## config.mk

```make
export PLATFORM = sky130hd
export DESIGN_NAME = calendar_date_adder
export DESIGN_NICKNAME = d
export VERILOG_FILES = /design/src/design/cda_pkg.sv /design/src/design/calendar_date_adder.sv /design/src/design/cda_leap.sv /design/src/design/cda_fsm.sv
export SDC_FILE = /design/constraint.sdc
export NUM_CORES = 1
export LEC_CHECK = 0
export BUFFER_PORTS_ARGS = -buffer_cell sky130_fd_sc_hd__buf_2
export CORE_MARGIN = 1
export CORE_UTILIZATION = 55
export DETAILED_ROUTE_END_ITERATION = 12
export GPL_ROUTABILITY_DRIVEN = 0
export GPL_TIMING_DRIVEN = 0
export PLACE_DENSITY = 0.75
export SYNTH_ARGS = -nofsm -noshare
export SYNTH_HDL_FRONTEND = slang
export SYNTH_HIERARCHICAL = 1
export SYNTH_SLANG_ARGS = --single-unit
```

## constraint.sdc

```tcl
create_clock -name clk -period 5.75 [get_ports clk]
set_input_delay 0.575 -clock clk [delete_from_list [all_inputs] [get_ports clk]]
set_output_delay 0.575 -clock clk [all_outputs]
set_load 0.02 [all_outputs]
```

## src/design/cda_pkg.sv

```systemverilog
// Shared types, constants and a helper function for the calendar date adder.
// No dependencies; every other design file refers to it by scoped names.
`timescale 1ns / 1ps
`default_nettype none

package cda_pkg;

  localparam int YEAR_W   = 16;
  localparam int MONTH_W  = 4;
  localparam int DAY_W    = 5;
  localparam int AMOUNT_W = 16;
  localparam int LEFT_W   = AMOUNT_W + 1;   // month count (month - 1 + amount) can exceed the amount by up to 11
  localparam int SUM_W    = LEFT_W + 1;

  localparam logic [YEAR_W-1:0]  YEAR_MAX   = '1;
  localparam logic [MONTH_W-1:0] MONTH_DEC  = 4'd12;
  localparam logic [MONTH_W-1:0] MONTH_FEB  = 4'd2;
  localparam logic [DAY_W-1:0]   DAY_FEB_LEAP = 5'd29;

  // floor(x / 25) = (x * DIV25_MAGIC) >> DIV25_SHIFT for any 16-bit x
  localparam logic [16:0] DIV25_MAGIC = 17'd83887;
  localparam int          DIV25_SHIFT = 21;
  // floor(x / 3) = (x * DIV3_MAGIC) >> DIV3_SHIFT for any 15-bit x
  localparam logic [15:0] DIV3_MAGIC  = 16'd43691;
  localparam int          DIV3_SHIFT  = 17;

  localparam logic [DAY_W-1:0] MONTH_LEN [12] = '{
    5'd31, 5'd28, 5'd31, 5'd30, 5'd31, 5'd30,
    5'd31, 5'd31, 5'd30, 5'd31, 5'd30, 5'd31
  };

  typedef enum logic [1:0] {
    MODE_LOAD   = 2'd0,
    MODE_DAYS   = 2'd1,
    MODE_MONTHS = 2'd2,
    MODE_YEARS  = 2'd3
  } mode_t;

  typedef enum logic [2:0] {
    ST_IDLE,
    ST_MDIV,
    ST_MFIN,
    ST_DAYS,
    ST_YINC,
    ST_LW1,
    ST_LW2,
    ST_DONE
  } state_t;

  // operand pairs of the shared adder
  typedef enum logic [2:0] {
    ADD_DAY,        // day + remaining days
    ADD_AMT,        // 0 + amount
    ADD_MONTH_AMT,  // (month - 1) + amount
    ADD_YEAR_AMT,   // year + amount
    ADD_YEAR_Q,     // year + month carry
    ADD_YEAR_ONE    // year + 1
  } add_sel_t;

  typedef struct packed {
    logic     in_stall;
    add_sel_t add_sel;
    logic     ld_date;
    logic     ld_year;
    logic     ld_left;
    logic     ld_prod;
    logic     ld_month_fin;
    logic     day_step;
    logic     clr_sat;
    logic     out_load;
  } ctl_t;

  typedef struct packed {
    logic fits;       // current day step ends inside this month
    logic dec;        // current month is December
    logic out_free;   // output register can take a new result
  } sts_t;

  function automatic logic [DAY_W-1:0] month_days(input logic [MONTH_W-1:0] month,
                                                  input logic leap);
    logic [MONTH_W-1:0] idx;
    logic [DAY_W-1:0]   len;
    idx = (month >= 4'd1 && month <= MONTH_DEC) ? month - 4'd1 : 4'd0;
    len = MONTH_LEN[idx];
    if (month == MONTH_FEB && leap) begin
      len = DAY_FEB_LEAP;
    end
    return len;
  endfunction

endpackage

`default_nettype wire

```

## src/design/calendar_date_adder.sv

```systemverilog
// Top level of the calendar date adder: date registers, shared adder, output register.
// Depends on cda_pkg, cda_leap and cda_fsm.
`timescale 1ns / 1ps
`default_nettype none

// Keeps one Gregorian date and applies one command per input transfer: load a
// date, add days, add months or add years; each command returns the date after
// it, with year_saturated set when the year clamped at 65535. One command is
// in flight at a time and the input stalls until its result is in the output
// register. The multiply by a reciprocal for the carry into the year is
// registered. A day add walks one month per cycle on a single shared adder,
// except at each new year, where it waits while the two-stage leap detector
// settles. A finished result waits in the output register, and the next
// command can be taken while it does.
module calendar_date_adder (
  input  wire logic                          clk,
  input  wire logic                          rst_n,
  input  wire logic                          in_valid,
  output logic                               in_stall,
  input  wire logic [1:0]                    in_mode,
  input  wire logic [cda_pkg::YEAR_W-1:0]    in_new_year,
  input  wire logic [cda_pkg::MONTH_W-1:0]   in_new_month,
  input  wire logic [cda_pkg::DAY_W-1:0]     in_new_day,
  input  wire logic [cda_pkg::AMOUNT_W-1:0]  in_amount,
  output logic                               out_valid,
  input  wire logic                          out_stall,
  output logic [cda_pkg::YEAR_W-1:0]         out_year,
  output logic [cda_pkg::MONTH_W-1:0]        out_month,
  output logic [cda_pkg::DAY_W-1:0]          out_day,
  output logic                               out_year_saturated
);

  localparam int LEFT_W = cda_pkg::LEFT_W;
  localparam int SUM_W  = cda_pkg::SUM_W;
  localparam int XQ_W   = LEFT_W - 2;          // month count / 4
  localparam int PROD_W = XQ_W + 16;
  localparam int Q12_W  = PROD_W - cda_pkg::DIV3_SHIFT;

  cda_pkg::ctl_t ctl;
  cda_pkg::sts_t sts;

  logic [cda_pkg::YEAR_W-1:0]  year_r, year_nxt;
  logic [cda_pkg::MONTH_W-1:0] month_r, month_nxt;
  logic [cda_pkg::DAY_W-1:0]   day_r, day_nxt;
  logic [LEFT_W-1:0]           left_r, left_nxt;
  logic [PROD_W-1:0]           prod_r;
  logic                        sat_r, sat_nxt;
  logic                        leap;

  logic [cda_pkg::YEAR_W-1:0]  oyear_r;
  logic [cda_pkg::MONTH_W-1:0] omonth_r;
  logic [cda_pkg::DAY_W-1:0]   oday_r;
  logic                        osat_r;
  logic                        ovalid_r, ovalid_nxt;

  logic [LEFT_W-1:0]           add_a, add_b;
  logic [SUM_W-1:0]            sum;
  logic [cda_pkg::DAY_W-1:0]   len;
  logic [Q12_W-1:0]            q12;
  logic [LEFT_W-1:0]           q12_x12;
  logic [LEFT_W-1:0]           mrem;
  logic                        year_ovf;

  cda_fsm u_fsm (
    .clk      (clk),
    .rst_n    (rst_n),
    .in_valid (in_valid),
    .in_mode  (in_mode),
    .sts      (sts),
    .ctl      (ctl)
  );

  cda_leap u_leap (
    .clk   (clk),
    .rst_n (rst_n),
    .year  (year_r),
    .leap  (leap)
  );

  // shared adder operand select
  always_comb begin
    add_a = '0;
    add_b = '0;
    case (ctl.add_sel)
      cda_pkg::ADD_DAY: begin
        add_a = LEFT_W'(day_r);
        add_b = left_r;
      end
      cda_pkg::ADD_AMT: add_b = LEFT_W'(in_amount);
      cda_pkg::ADD_MONTH_AMT: begin
        add_a = LEFT_W'(month_r - 4'd1);
        add_b = LEFT_W'(in_amount);
      end
      cda_pkg::ADD_YEAR_AMT: begin
        add_a = LEFT_W'(year_r);
        add_b = LEFT_W'(in_amount);
      end
      cda_pkg::ADD_YEAR_Q: begin
        add_a = LEFT_W'(year_r);
        add_b = LEFT_W'(q12);
      end
      cda_pkg::ADD_YEAR_ONE: begin
        add_a = LEFT_W'(year_r);
        add_b = LEFT_W'(1);
      end
      default: ;
    endcase
  end

  assign sum      = SUM_W'(add_a) + SUM_W'(add_b);
  assign year_ovf = (sum[SUM_W-1:cda_pkg::YEAR_W] != '0);
  assign len      = cda_pkg::month_days(month_r, leap);

  // month count split into years and months: q = t / 12, remainder t - 12q
  assign q12     = prod_r[cda_pkg::DIV3_SHIFT +: Q12_W];
  assign q12_x12 = (LEFT_W'(q12) << 3) + (LEFT_W'(q12) << 2);
  assign mrem    = left_r - q12_x12;

  assign sts.fits     = (sum <= SUM_W'(len));
  assign sts.dec      = (month_r == cda_pkg::MONTH_DEC);
  assign sts.out_free = !ovalid_r || !out_stall;

  always_comb begin
    year_nxt  = year_r;
    month_nxt = month_r;
    day_nxt   = day_r;
    left_nxt  = left_r;
    sat_nxt   = sat_r;
    if (ctl.clr_sat) begin
      sat_nxt = 1'b0;
    end
    if (ctl.ld_date) begin
      year_nxt = in_new_year;
      if (in_new_month == 4'd0) begin
        month_nxt = 4'd1;
      end else if (in_new_month > cda_pkg::MONTH_DEC) begin
        month_nxt = cda_pkg::MONTH_DEC;
      end else begin
        month_nxt = in_new_month;
      end
      day_nxt = (in_new_day == '0) ? 5'd1 : in_new_day;
    end
    if (ctl.ld_year) begin
      if (year_ovf) begin
        year_nxt = cda_pkg::YEAR_MAX;
        sat_nxt  = 1'b1;
      end else begin
        year_nxt = sum[cda_pkg::YEAR_W-1:0];
      end
    end
    if (ctl.ld_left) begin
      left_nxt = sum[LEFT_W-1:0];
    end
    if (ctl.ld_month_fin) begin
      month_nxt = mrem[cda_pkg::MONTH_W-1:0] + 4'd1;
    end
    if (ctl.day_step) begin
      if (sts.fits) begin
        day_nxt = sum[cda_pkg::DAY_W-1:0];
      end else begin
        // spill into the next month
        day_nxt   = 5'd1;
        left_nxt  = LEFT_W'(sum - SUM_W'(len) - SUM_W'(1));
        month_nxt = sts.dec ? 4'd1 : month_r + 4'd1;
      end
    end
  end

  always_ff @(posedge clk) begin
    if (!rst_n) begin
      year_r  <= '0;
      month_r <= 4'd1;
      day_r   <= 5'd1;
      sat_r   <= 1'b0;
    end else begin
      year_r  <= year_nxt;
      month_r <= month_nxt;
      day_r   <= day_nxt;
      sat_r   <= sat_nxt;
    end
  end

  always_ff @(posedge clk) begin
    left_r <= left_nxt;
    if (ctl.ld_prod) begin
      prod_r <= PROD_W'(left_r[LEFT_W-1:2]) * PROD_W'(cda_pkg::DIV3_MAGIC);
    end
  end

  // output register
  always_comb begin
    ovalid_nxt = ovalid_r;
    if (ovalid_r && !out_stall) begin
      ovalid_nxt = 1'b0;
    end
    if (ctl.out_load) begin
      ovalid_nxt = 1'b1;
    end
  end

  always_ff @(posedge clk) begin
    if (!rst_n) begin
      ovalid_r <= 1'b0;
    end else begin
      ovalid_r <= ovalid_nxt;
    end
  end

  always_ff @(posedge clk) begin
    if (ctl.out_load) begin
      oyear_r  <= year_r;
      omonth_r <= month_r;
      oday_r   <= day_r;
      osat_r   <= sat_r;
    end
  end

  assign in_stall           = ctl.in_stall;
  assign out_valid          = ovalid_r;
  assign out_year           = oyear_r;
  assign out_month          = omonth_r;
  assign out_day            = oday_r;
  assign out_year_saturated = osat_r;

`ifndef SYNTHESIS
  a_month_range: assert property (@(posedge clk) disable iff (!rst_n)
    (month_r >= 4'd1) && (month_r <= cda_pkg::MONTH_DEC))
    else $error("current month out of range");

  a_day_nonzero: assert property (@(posedge clk) disable iff (!rst_n)
    day_r != '0)
    else $error("current day is zero");

  a_sat_means_max: assert property (@(posedge clk) disable iff (!rst_n)
    (out_valid && out_year_saturated) |-> out_year == cda_pkg::YEAR_MAX)
    else $error("saturation flagged below the maximum year");

  a_load_needs_room: assert property (@(posedge clk) disable iff (!rst_n)
    ctl.out_load |-> (!ovalid_r || !out_stall))
    else $error("result loaded over a pending result");
`endif

endmodule

`default_nettype wire

```

## src/design/cda_leap.sv

```systemverilog
// Two-stage Gregorian leap-year detector for the current year.
// Depends on cda_pkg (widths and the divide-by-25 reciprocal).
`timescale 1ns / 1ps
`default_nettype none

module cda_leap (
  input  wire logic                       clk,
  input  wire logic                       rst_n,
  input  wire logic [cda_pkg::YEAR_W-1:0] year,
  output logic                            leap
);

  localparam int PROD_W = cda_pkg::YEAR_W + 17;
  localparam int Q_W    = 12;

  logic [PROD_W-1:0]           prod;
  logic [Q_W-1:0]              q_r;
  logic [cda_pkg::YEAR_W-1:0]  y_r;
  logic                        leap_r;
  logic [cda_pkg::YEAR_W-1:0]  q_x25;
  logic                        div25;
  logic                        leap_nxt;

  assign prod = PROD_W'(year) * PROD_W'(cda_pkg::DIV25_MAGIC);

  // 25 * q from shifts: 16q + 8q + q
  assign q_x25 = (cda_pkg::YEAR_W'(q_r) << 4) + (cda_pkg::YEAR_W'(q_r) << 3)
               + cda_pkg::YEAR_W'(q_r);
  assign div25 = (y_r == q_x25);
  // divisible by 4, and either not by 100 or also by 400
  assign leap_nxt = (y_r[1:0] == 2'd0) && (!div25 || (y_r[3:0] == 4'd0));

  always_ff @(posedge clk) begin
    if (!rst_n) begin
      q_r    <= '0;
      y_r    <= '0;
      leap_r <= 1'b1;   // year 0 is a leap year
    end else begin
      q_r    <= prod[cda_pkg::DIV25_SHIFT +: Q_W];
      y_r    <= year;
      leap_r <= leap_nxt;
    end
  end

  assign leap = leap_r;

endmodule

`default_nettype wire

```

## src/design/cda_fsm.sv

```systemverilog
// Sequencer for the calendar date adder: steps the shared adder through each command.
// Depends on cda_pkg (state, mode, control and status types).
`timescale 1ns / 1ps
`default_nettype none

module cda_fsm (
  input  wire logic         clk,
  input  wire logic         rst_n,
  input  wire logic         in_valid,
  input  wire logic [1:0]   in_mode,
  input  wire cda_pkg::sts_t sts,
  output cda_pkg::ctl_t     ctl
);

  cda_pkg::state_t state_r, state_nxt;
  cda_pkg::mode_t  mode_r, mode_nxt;
  cda_pkg::mode_t  in_mode_e;

  assign in_mode_e = cda_pkg::mode_t'(in_mode);

  always_ff @(posedge clk) begin
    if (!rst_n) begin
      state_r <= cda_pkg::ST_IDLE;
      mode_r  <= cda_pkg::MODE_LOAD;
    end else begin
      state_r <= state_nxt;
      mode_r  <= mode_nxt;
    end
  end

  // next state
  always_comb begin
    state_nxt = state_r;
    mode_nxt  = mode_r;
    unique case (state_r)
      cda_pkg::ST_IDLE: begin
        if (in_valid) begin
          mode_nxt = in_mode_e;
          unique case (in_mode_e)
            cda_pkg::MODE_DAYS:   state_nxt = cda_pkg::ST_DAYS;
            cda_pkg::MODE_MONTHS: state_nxt = cda_pkg::ST_MDIV;
            default:              state_nxt = cda_pkg::ST_LW1;
          endcase
        end
      end
      cda_pkg::ST_MDIV: state_nxt = cda_pkg::ST_MFIN;
      cda_pkg::ST_MFIN: state_nxt = cda_pkg::ST_LW1;
      cda_pkg::ST_DAYS: begin
        if (sts.fits) begin
          state_nxt = cda_pkg::ST_DONE;
        end else if (sts.dec) begin
          state_nxt = cda_pkg::ST_YINC;
        end
      end
      cda_pkg::ST_YINC: state_nxt = cda_pkg::ST_LW1;
      cda_pkg::ST_LW1:  state_nxt = cda_pkg::ST_LW2;
      // leap flag settles here; resume the day walk or finish
      cda_pkg::ST_LW2: begin
        state_nxt = (mode_r == cda_pkg::MODE_DAYS) ? cda_pkg::ST_DAYS : cda_pkg::ST_DONE;
      end
      cda_pkg::ST_DONE: begin
        if (sts.out_free) begin
          state_nxt = cda_pkg::ST_IDLE;
        end
      end
      default: state_nxt = cda_pkg::ST_IDLE;
    endcase
  end

  // outputs
  always_comb begin
    ctl          = '0;
    ctl.add_sel  = cda_pkg::ADD_DAY;
    ctl.in_stall = (state_r != cda_pkg::ST_IDLE);
    unique case (state_r)
      cda_pkg::ST_IDLE: begin
        if (in_valid) begin
          ctl.clr_sat = 1'b1;
          unique case (in_mode_e)
            cda_pkg::MODE_LOAD: ctl.ld_date = 1'b1;
            cda_pkg::MODE_DAYS: begin
              ctl.add_sel = cda_pkg::ADD_AMT;
              ctl.ld_left = 1'b1;
            end
            cda_pkg::MODE_MONTHS: begin
              ctl.add_sel = cda_pkg::ADD_MONTH_AMT;
              ctl.ld_left = 1'b1;
            end
            default: begin
              ctl.add_sel = cda_pkg::ADD_YEAR_AMT;
              ctl.ld_year = 1'b1;
            end
          endcase
        end
      end
      cda_pkg::ST_MDIV: ctl.ld_prod = 1'b1;
      cda_pkg::ST_MFIN: begin
        ctl.add_sel      = cda_pkg::ADD_YEAR_Q;
        ctl.ld_year      = 1'b1;
        ctl.ld_month_fin = 1'b1;
      end
      cda_pkg::ST_DAYS: begin
        ctl.add_sel  = cda_pkg::ADD_DAY;
        ctl.day_step = 1'b1;
      end
      cda_pkg::ST_YINC: begin
        ctl.add_sel = cda_pkg::ADD_YEAR_ONE;
        ctl.ld_year = 1'b1;
      end
      cda_pkg::ST_DONE: ctl.out_load = sts.out_free;
      default: ;
    endcase
  end

`ifndef SYNTHESIS
  a_busy_after_accept: assert property (@(posedge clk) disable iff (!rst_n)
    (state_r == cda_pkg::ST_IDLE && in_valid) |=> ctl.in_stall)
    else $error("block did not go busy after an input transfer");

  a_days_only_in_day_mode: assert property (@(posedge clk) disable iff (!rst_n)
    (state_r == cda_pkg::ST_DAYS || state_r == cda_pkg::ST_YINC)
      |-> mode_r == cda_pkg::MODE_DAYS)
    else $error("day walk running for a non-day command");

  a_done_after_wait: assert property (@(posedge clk) disable iff (!rst_n)
    (state_r == cda_pkg::ST_LW2 && mode_r != cda_pkg::MODE_DAYS)
      |=> state_r == cda_pkg::ST_DONE)
    else $error("command did not finish after leap settle");
`endif

endmodule

`default_nettype wire
```

==> summary.md, run 1 <==
| Metric | Value |
|---|---|
| Synth Net Count | 2,150 |
| Largest cells by area after synthesis | ha_1 22%, fa_1 22%, dfxtp_1 9.9% |
| WL/cell | 18.3 microns |
| Syn Area/Cell | 9.60 sq um |
| Antenna Violating Nets Remaining | 0 |
| Final period utilization | 1.01 |
| Initial antenna violation count | 0 |
| Worst min path class | reg -> reg |
| Post-synthesis xor/xnor area fraction | 0.0354 |
| Crit path DAT | 6000 ps |
| FFs w/ async S/R, synth | 0 |
| H-Tree Level Count | 4 |
| Clock Sinks | 118 |
| Fmax | 172 MHz |
| WL final | 40.2 mm |
| Yosys top cell area share | 0.225 |
| Synth Area in Adders | 0.441 |
| Number of vias per cell | 5.74 |
| Register area share after synthesis | 0.175 |
| Number of global-route vias before repair | 12,800 |
| Critical Path Start | left_r[11] |
| Critical Path RT | 5920 ps |
| Mapped Area | 0.0158 sq mm |
| Number of CTS-inserted buffers | 17 |
| Initial detailed-routing violation count | 1,070 |
| Area of the multi-input gates | 0.0121 sq mm |
| Dpl ws | -1430 ps |
| Fin. Hold Viols | 0 |
| Synth Flop Type | dfxtp_1 |
| Failing checks | negative setup slack |
| Setup TNS | -353 ps |
| DRC viols | 0 |
| Hold-fix buffers at CTS | 0 |
| Final nets | 2,302 |
| Final setup vio count | 9 |
| Area growth, synth to finish | 15.9% |
| RSZ-0062 raised after global routing | true |
| Yosys warnings | 6 |
| DRT Pass-1 Iters | 6 |
| WS Path Type | reg -> reg |
| CTS Root Cell | clkbuf_16 |
| Dpl hpwl | 30.9 mm |
| Layout cells sized above 1 | 0.174 |
| Max_cap viols | 0 |
| Startpoint types | flop |
| Final worst path period need | 5830 ps |
| Clk_skew | 6.72 ps |
| I/O pins | 75 |
| Worst setup EP type | flop |
| CORE AREA | 0.0280 sq mm |
| Placement Cell Area | 0.0167 sq mm |
| Port Buffers | 74 |
| Simple-gate share of the synthesized area | 0.0967 |
| Crit-path max FO | 3 |
| Pin count of the biggest net entering global routing | 22 |
| GRT overflow | 0 |
| Source of the worst register-to-register timing path | left_r[11] |
| Complex-gate fraction of the synthesized area | 0.126 |
| Register Area | 0.00285 sq mm |
| Worst-skew pair later-pin latency | 420 ps |
| Antenna cell count | 0 |
| Finished Core Util | 0.655 |
| Largest family of logic cells by synthesized area | adder cells |
| PnR worst setup slack | -80.1 ps |
| Design Area, Final | 0.0183 sq mm |
| Routed via count | 12,600 |
| Most numerous cell in the Yosys netlist | inv_1 |
| Slew Limit Fails | 0 |
| Mapped Cells | 1,648 |
| Status | finished, violations left |
| CTS tree | built |
| Initial Util | 0.565 |
| Fillers | 2,137 |
| Min-delay src | month_r[2] |
| DIE WIDTH | 172 microns |
| Rows | 61 |
| Slew @ Worst Pin | 962 ps |
| Clock transition at path regs | 50 ps |
| Seq cells post-synth | 118 |
| First-pass GRT wire length | 64.0 mm |
| Gr usage total | 0.284 |
| Mux share of post-synthesis cell area | 0.0363 |
| Die H | 172 microns |
| Slew headroom | 0.354 |
| Netlist cell types | 76 |
| EDFF count, synth | 40 |
| Clk buf depth | 2 |
| Die ar. | 0.0294 sq mm |
| Post-synth top cells | 331 x inv_1, 284 x ha_1, 171 x fa_1 |
| Area leader, netlist | ha_1 |
-- per-layer routing --
metal | vias to the layer above | GRT usage | part of all wire
li1 | 5887 | - | -
met1 | 6093 | 0.365 | 0.42
met2 | 513 | 0.468 | 0.46
met3 | 90 | 0.0628 | 0.085
met4 | 0 | 0.101 | 0.033
met5 | - | 0 | 0
-- state kept, by name, indices dropped and copies added (netlist names) --
register            flops
u_fsm/mode_r            2
u_leap/leap             1
u_leap/y_r             16
day_r                   5
month_r                 4
year_r                 16
out_year               16
out_month               4
out_day                 5
out_year_saturated      1
sat_r                   1
prod_r                 14
u_leap/q_r             12
out_valid               1
u_fsm/state_r           3
left_r                 17
-- cell usage in the layout (no fill, tap or decap), types with 12 or more instances in the layout --
cell type | synthesis | final
nand4_1 | 14 | 14
inv_1 | 331 | 323
xor2_1 | 20 | 18
ha_1 | 284 | 273
dfxtp_1 | 78 | 52
mux2_2 | 19 | 19
a21oi_1 | 56 | 50
nand3_1 | 42 | 42
a21o_1 | 33 | 33
mux2i_1 | 36 | 35
clkbuf_1 | 30 | 24
fa_1 | 171 | 162
edfxtp_1 | 40 | 40
xnor2_1 | 44 | 41
nor3_1 | 28 | 25
and2_1 | 25 | 25
buf_2 | 3 | 77
o21ai_0 | 67 | 64
nor2_1 | 72 | 67
dfxtp_4 | 0 | 20
buf_4 | 1 | 57
nand2_1 | 50 | 49
o21a_1 | 13 | 12
nor2b_1 | 16 | 15
clkbuf_16 | 0 | 17
a31oi_1 | 21 | 18
-- repair_timing --
action	in CTS	in global routing
endpoints found under the hold margin	0	0
gates cloned	0	1
setup endpoints to repair	55	44
setup buffers	36	25
resized for setup	87	74
pin swaps	37	46
-- critical path: stages, from the launching register on --
cell,delay (ps)
dfxtp_4,360
ha_4,260
fa_2,560
inv_2,60
fa_1,550
inv_2,40
fa_1,500
inv_1,50
fa_1,500
inv_2,40
fa_1,520
ha_4,290
nand4_1,210
nor2_4,250
nand4_1,220
a21oi_2,260
buf_4,170
o2111ai_4,110
a31oi_2,250
o21a_1,180
nor2_2,60
xnor2_2,130
-- area by class of cell --
class / instances / area share
Clock buffer: 21 / 0.0251
Clock inverter: 11 / 0.00853
Multi-Input combinational cell: 1160 / 0.661
Inverter: 332 / 0.0680
Buffer: 38 / 0.0108
Tap cell: 378 / 0.0258
Timing Repair Buffer: 133 / 0.0459
Sequential cell: 118 / 0.155
-- cells by family after synthesis --
group,Yosys count
adders and majority gates,455
buffers and inverters,371
and+or+nand+nor,297
AOI/OAI and AO/OA,288
DFF,118
xor gates and xnor gates,64
muxes,55
-- stage by stage --
stage | instances | hold WS, ps
floorplan | 1648 | 401
global route | 2191 | 456
CTS | 2168 | 433
global placement | 2100 | 413
detailed placement | 2101 | 408
finish | 2191 | 434
-- worst paths after layout --
path / slack (ps) / cells past startpoint / endpoint
max: -80 / 21 / prod_r[24]
min: 430 / 0 / out_month[2]
max reg2reg: -80 / 21 / prod_r[24]
min reg2reg: 430 / 0 / out_month[2]
Power of run 1 is not shown: default switching activity piles up to over one toggle a cycle in this logic, so the estimate is an artifact.
==> run 2: changes to the inputs <==
- BUFFER_PORTS_ARGS: -buffer_cell sky130_fd_sc_hd__buf_2 -> unset
- CTS_BUF_LIST: unset -> sky130_fd_sc_hd__clkbuf_16
- DONT_BUFFER_PORTS: unset -> 1
- PLACE_DENSITY: 0.75 -> 0.73
- SYNTH_HIERARCHICAL: 1 -> unset
==> summary.md, run 2 <==
| Metric | Value |
|---|---|
| Fin. Hold Viols | 0 (unchanged) |
| Clock Sinks | 118 (unchanged) |
| Register Area | 0.00284 sq mm (about the same) |
| WL/cell | 19.5 microns (+6.2%) |
| Syn Area/Cell | 9.55 sq um (-0.50%) |
| Hold-fix buffers at CTS | 0 (unchanged) |
| Yosys top cell area share | 0.231 (+0.00665) |
| Final nets | 2,194 (-4.7%) |
| DRT Pass-1 Iters | 7 (+1) |
| Status | complete, no violations |
| Register area share after synthesis | 0.179 (+0.00391) |
| Setup TNS | 0 ps (+353 ps) |
| Netlist cell types | 75 (-1.3%) |
| Final period utilization | 0.997 (-0.0168) |
| Port Buffers | 0 (-100%) |
| CTS tree | built |
| Initial Util | 0.558 (-0.00629) |
| WL final | 40.6 mm (+0.95%) |
| Rows | 61 (unchanged) |
| Routed via count | 12,300 (-2.6%) |
| Fmax | 174 MHz (+1.7%) |
| Area leader, netlist | ha_1 |
| Most frequent cells in the layout | 276 x inv_1, 271 x ha_1, 162 x fa_1 |
| Critical Path RT | 6060 ps (+140 ps) |
| DIE WIDTH | 170 microns (-1.1%) |
| H-Tree Level Count | 4 (unchanged) |
| Layout cells sized above 1 | 0.120 (-0.0534) |
| Crit path DAT | 6040 ps (+40 ps) |
| Slew Limit Fails | 0 (unchanged) |
| Clk_skew | 12.2 ps (+5.45 ps) |
| Synth Flop Type | dfxtp_1 |
| Number of global-route vias before repair | 12,200 (-4.5%) |
| Antenna Violating Nets Remaining | 0 (unchanged) |
| DRC viols | 0 (unchanged) |
| Max reg flops | 17 (unchanged) |
| Dpl hpwl | 31.2 mm (+0.81%) |
| I/O pins | 75 (unchanged) |
| Mapped Cells | 1,620 (-1.7%) |
| Number of vias per cell | 5.89 (+2.5%) |
| Most numerous cell in the Yosys netlist | ha_1 |
| RSZ-0062 raised after global routing | true |
| Final worst path period need | 5730 ps (-96.7 ps) |
| CTS Root Cell | clkbuf_16 |
| Initial detailed-routing violation count | 1,112 (+3.9%) |
| Gr usage total | 0.291 (+0.00676) |
| WS Path Type | reg -> reg |
| GRT overflow | 0 (unchanged) |
| Largest cells by area after synthesis | ha_1 23%, fa_1 22%, dfxtp_1 10% |
| Finished Core Util | 0.628 (-0.0263) |
| Initial antenna violation count | 1 (+1) |
| Slew headroom | 0.403 (+0.0487) |
| Fillers | 2,168 (+1.5%) |
| Final setup vio count | 0 (-9) |
| Worst setup EP type | flop |
| Max_cap viols | 0 (unchanged) |
| Startpoint types | flop |
| Post-synth top cells | 286 x ha_1, 279 x inv_1, 171 x fa_1 |
| First-pass GRT wire length | 64.4 mm (+0.69%) |
| Worst min path class | in -> reg |
| Clock transition at path regs | 60 ps (about the same) |
| Mapped Area | 0.0155 sq mm (-2.2%) |
| Crit-path max FO | 3 (unchanged) |
| Most common cell after layout, fill and taps aside | inv_1 |
| Area growth, synth to finish | 12.5% |
| CORE AREA | 0.0277 sq mm (-1.1%) |
| FFs w/ async S/R, synth | 0 (unchanged) |
| Clk buf depth | 2 (unchanged) |
| Slew @ Worst Pin | 895 ps (-67.4 ps) |
| Pin count of the biggest net entering global routing | 23 (+4.5%) |
| Worst-skew pair later-pin latency | 420 ps (about the same) |
| EDFF count, synth | 40 (unchanged) |
| Number of CTS-inserted buffers | 17 (unchanged) |
| Synth Net Count | 2,124 (-1.2%) |
| Die ar. | 0.0288 sq mm (-2.2%) |
| Largest Register | left_r |
| Area of the multi-input gates | 0.0119 sq mm (-1.7%) |
| Seq cells post-synth | 118 (unchanged) |
| Die H | 170 microns (-1.1%) |
| Yosys warnings | 0 (-6) |
run 2: cell count changes in the layout (fill, tap and decap cells not counted), sizes merged, moves of 8 or more:
cell    change
a222oi     +11
nor3       -11
o21ai      -12
inv        -49
o211ai      +8
a21oi      +15
mux2       -19
buf        -85
and3       +14
nand2      +68
mux2i      -29
nor2       -19
and2       +10
run 2: path summary, 6_finish.rpt:
| path | startpoint | to | slack [ps] | depth (start not counted) |
|---|---|---|---|---|
| max | year_r[11] | u_leap.q_r[9] | 20 | 18 |
| min | in_mode[0] | u_fsm.mode_r[0] | 300 | 2 |
| max reg2reg | year_r[11] | u_leap.q_r[9] | 20 | 18 |
| min reg2reg | month_r[2] | out_month[2] | 430 | 0 |
run 2: worst max-delay path, cell delays in order, from the launching register on:
cell      delay [ps]
dfxtp_4          370
fa_2             580
inv_1             50
fa_1             490
inv_1             50
fa_1             480
fa_1             530
fa_1             540
fa_1             430
ha_1             310
and3_4           170
and2_1           180
a221oi_4         320
nand2_1          110
o221ai_2         190
o21ai_2          120
a211oi_2         310
mux2i_1          110
a311o_1          290
run 2: area by class of cell:
type                            instances  area share
Antenna cell                            1    0.000144
Buffer                                 39      0.0102
Clock buffer                           17      0.0244
Clock inverter                         15     0.00625
Inverter                              279      0.0606
Multi-Input combinational cell       1183       0.685
Sequential cell                       118       0.163
Tap cell                              378      0.0272
Timing Repair Buffer                   52      0.0234
run 2: layer usage:
layer	global-route usage	wire, microns	up-vias
met5	0	0	-
met3	0.0569	3390	83
met4	0.0858	1210	0
met2	0.465	18500	485
li1	-	-	5688
met1	0.398	17500	6004
run 2: cell families after synthesis:
group	Yosys count	synth area share
simple gates	353	0.113
mux	7	0.00453
flops	118	0.179
buf+inv	319	0.0791
compound gates	301	0.134
xor+xnor	65	0.0378
fa+ha+maj	457	0.453
run 2: per-stage QoR:
stage | hold WS [ps] | cell area (sq um) | setup WS, ps | std cells
detailed placement | 418 | 16000 | -986 | 2000
global placement | 413 | 16000 | -863 | 1998
global route | 311 | 17400 | -182 | 2081
floorplan | 406 | 15500 | 1.16 | 1620
finish | 302 | 17400 | 16.6 | 2082
CTS | 291 | 17000 | -5.43 | 2059
run 2: repair_timing:
action | in CTS | in global routing
gates resized for setup | 72 | 59
pin swaps | 26 | 49
setup buffers | 27 | 25
endpoints found under the setup margin | 59 | 53
Power of run 2 is left out for the same reason.
==> run 3: changes to the inputs <==
- ABC_AREA: unset -> 1
- ABC_CLOCK_PERIOD_IN_PS: unset -> 5750
==> summary.md, run 3 <==
| Metric | Value |
|---|---|
| Synth Flop Type | dfxtp_1 |
| Crit-path max FO | 8 (+5) |
| Largest cells by area after synthesis | ha_1 22%, fa_1 21%, dfxtp_1 9.5% |
| Crit path DAT | 5850 ps (-190 ps) |
| Dpl ws | -226 ps (+760 ps) |
| CP max-delay cell | fa_2 |
| WL final | 42.4 mm (+4.4%) |
| Min-delay src | out_stall |
| Source of the worst register-to-register timing path | year_r[4] |
| Final nets | 2,526 (+15%) |
| Synth Net Count | 2,499 (+18%) |
| Number of CTS-inserted buffers | 17 (unchanged) |
| Number of vias per cell | 5.51 (-6.5%) |
| Initial Util | 0.566 (+0.00770) |
| Layout Cells excl Fill | 2,422 (+16%) |
| R2r setup slk | 220 ps (+200 ps) |
| WS Path Type | reg -> reg |
| DRT Pass-1 Iters | 5 (-2) |
| Max reg flops | 17 (unchanged) |
| Max_cap viols | 0 (unchanged) |
| PnR worst setup slack | 219 ps (+203 ps) |
| Largest Register | left_r |
| Setup TNS | 0 ps (unchanged) |
| Clk buf depth | 2 (unchanged) |
| Routed via count | 13,300 (+8.8%) |
| Most numerous cell in the Yosys netlist | inv_1 |
| Worst Path Buf+Inv | 2 (unchanged) |
| DRC viols | 0 (unchanged) |
| Worst setup EP type | flop |
| First-pass GRT wire length | 69.3 mm (+7.5%) |
| Pin count of the biggest net entering global routing | 19 (-17%) |
| Slew headroom | 0.152 (-0.251) |
| Mapped Cells | 1,995 (+23%) |
| Netlist cell types | 58 (-23%) |
| Clock transition at path regs | 60 ps (about the same) |
| Dpl hpwl | 36.3 mm (+16%) |
| EDFF count, synth | 40 (unchanged) |
| Mapped Area | 0.0164 sq mm (+6.2%) |
| FFs w/ async S/R, synth | 0 (unchanged) |
| Complex-gate fraction of the synthesized area | 0.103 (-0.0312) |
| Area leader, netlist | ha_1 |
| Fillers | 2,507 (+16%) |
| Worst min path class | in -> reg |
| Rows | 62 (+1.6%) |
| Clock Sinks | 118 (unchanged) |
| Initial antenna violation count | 4 (+3) |
| Yosys warnings | 0 (unchanged) |
| CTS tree | built |
| Most frequent cells in the layout | 392 x inv_1, 372 x nand2_1, 286 x ha_1 |
| Initial detailed-routing violation count | 913 (-18%) |
| Seq cells post-synth | 118 (unchanged) |
| I/O pins | 75 (unchanged) |
| Antenna Violating Nets Remaining | 0 (unchanged) |
| CP peak stage delay | 640 ps (+60 ps) |
| Final setup vio count | 0 (unchanged) |
| Layout cells sized above 1 | 0.0683 (-0.0521) |
| Slew @ Worst Pin | 1270 ps (+373 ps) |
| Final worst path period need | 5530 ps (-203 ps) |
| Yosys top cell area share | 0.218 (-0.0134) |
| Area growth, synth to finish | 7.53% |
| # placed instances | 2,380 (+19%) |
| Post-synth top cells | 392 x inv_1, 372 x nand2_1, 286 x ha_1 |
| Gr usage total | 0.290 (-0.00114) |
| H-Tree Level Count | 4 (unchanged) |
| Final period utilization | 0.962 (-0.0353) |
| Syn Area/Cell | 8.23 sq um (-14%) |
| Startpoint types | flop |
| Die H | 175 microns (+3.0%) |
| Critical Path RT | 6070 ps (about the same) |
| Most common cell after layout, fill and taps aside | inv_1 |
| Finished Core Util | 0.609 (-0.0196) |
| CORE AREA | 0.0290 sq mm (+4.7%) |
| RSZ-0062 raised after global routing | false |
| Mux share of post-synthesis cell area | 0.000609 (-0.00392) |
| Fmax | 181 MHz (+3.7%) |
| Synth Area in Adders | 0.426 (-0.0263) |
| Hold-fix buffers at CTS | 0 (unchanged) |
| Fin. Hold Viols | 0 (unchanged) |
| Number of global-route vias before repair | 13,800 (+13%) |
| Clk_skew | 8.48 ps (-3.69 ps) |
| Largest family of logic cells by synthesized area | adder cells |
| CTS Root Cell | clkbuf_16 |
| CP top delay family | adder cells |
| Simple-gate share of the synthesized area | 0.172 (+0.0584) |
| Slew Limit Fails | 0 (unchanged) |
| Cell chain of the critical path | fa_2 > inv_1 > fa_1 > fa_1 > fa_1 > inv_1 > fa_1 > fa_1 > ha_1 > nand2_1 > nor4_1 > o21ai_0 > nand2_1 > a21o_1 > nand2_1 > nand2_1 > nor2_1 > nor3b_1 |
| GRT overflow | 0 (unchanged) |
| Die ar. | 0.0306 sq mm (+6.1%) |
| WL/cell | 17.5 microns (-10%) |
| Critical Path Start | year_r[4] |
| Register area share after synthesis | 0.168 (-0.0104) |
| Post-synthesis xor/xnor area fraction | 0.0299 (-0.00791) |
| Port Buffers | 0 (unchanged) |
| Status | complete, no violations |
| Top cell by count, worst path | fa_1 |
| DIE WIDTH | 175 microns (+3.0%) |
| Worst-skew pair later-pin latency | 420 ps (about the same) |
==> run 3: area by class of cell <==
type	instances	area, sq um	share of cell area
Clock inverter	15	194	0.0110
Multi-Input combinational cell	1449	12000	0.682
Inverter	405	1530	0.0864
Buffer	23	125	0.00708
Tap cell	384	480	0.0272
Timing Repair Buffer	8	67.6	0.00383
Clock buffer	17	425	0.0241
Sequential cell	118	2800	0.158
Antenna cell	3	7.51	0.000425
==> run 3: final timing paths <==
| check | endpoint | cells after the start |
|---|---|---|
| worst max-delay path | u_leap.q_r[6] | 18 |
| worst min-delay path | out_valid | 2 |
| worst max register to register | u_leap.q_r[6] | 18 |
| worst min register to register | out_month[2] | 0 |
==> run 3: layer usage <==
layer  vias to the layer above  share of wire  track usage
li1                       6521              -            -
met1                      6360           0.42        0.357
met5                         -        0.00031            0
met2                       381           0.49        0.506
met3                        72          0.059       0.0496
met4                         2          0.033        0.107
==> run 3: metrics by stage <==
| step | instance area (sq um) | hold WS (ps) |
|---|---|---|
| finish | 17700 | 330 |
| global route | 17700 | 347 |
| CTS | 17600 | 322 |
| detailed placement | 16900 | 426 |
| global placement | 16900 | 418 |
| floorplan | 16400 | 406 |
==> run 3: logic make-up after synthesis <==
family,count (synthesis)
adder cells (fa/ha/maj),457
buffers and inverters,428
multiplexers,1
AO/OA/AOI/OAI,287
flip-flops,118
AND/OR/NAND/NOR,648
XOR/XNOR,56
==> run 3: timing repair <==
| action | in CTS | in global routing |
|---|---|---|
| setup buffers | 1 | 6 |
| pin swaps | 1 | 1 |
| resized for setup | 6 | 26 |
| endpoints found under the setup margin | 10 | 13 |
Power of run 3 is left out for the same reason.
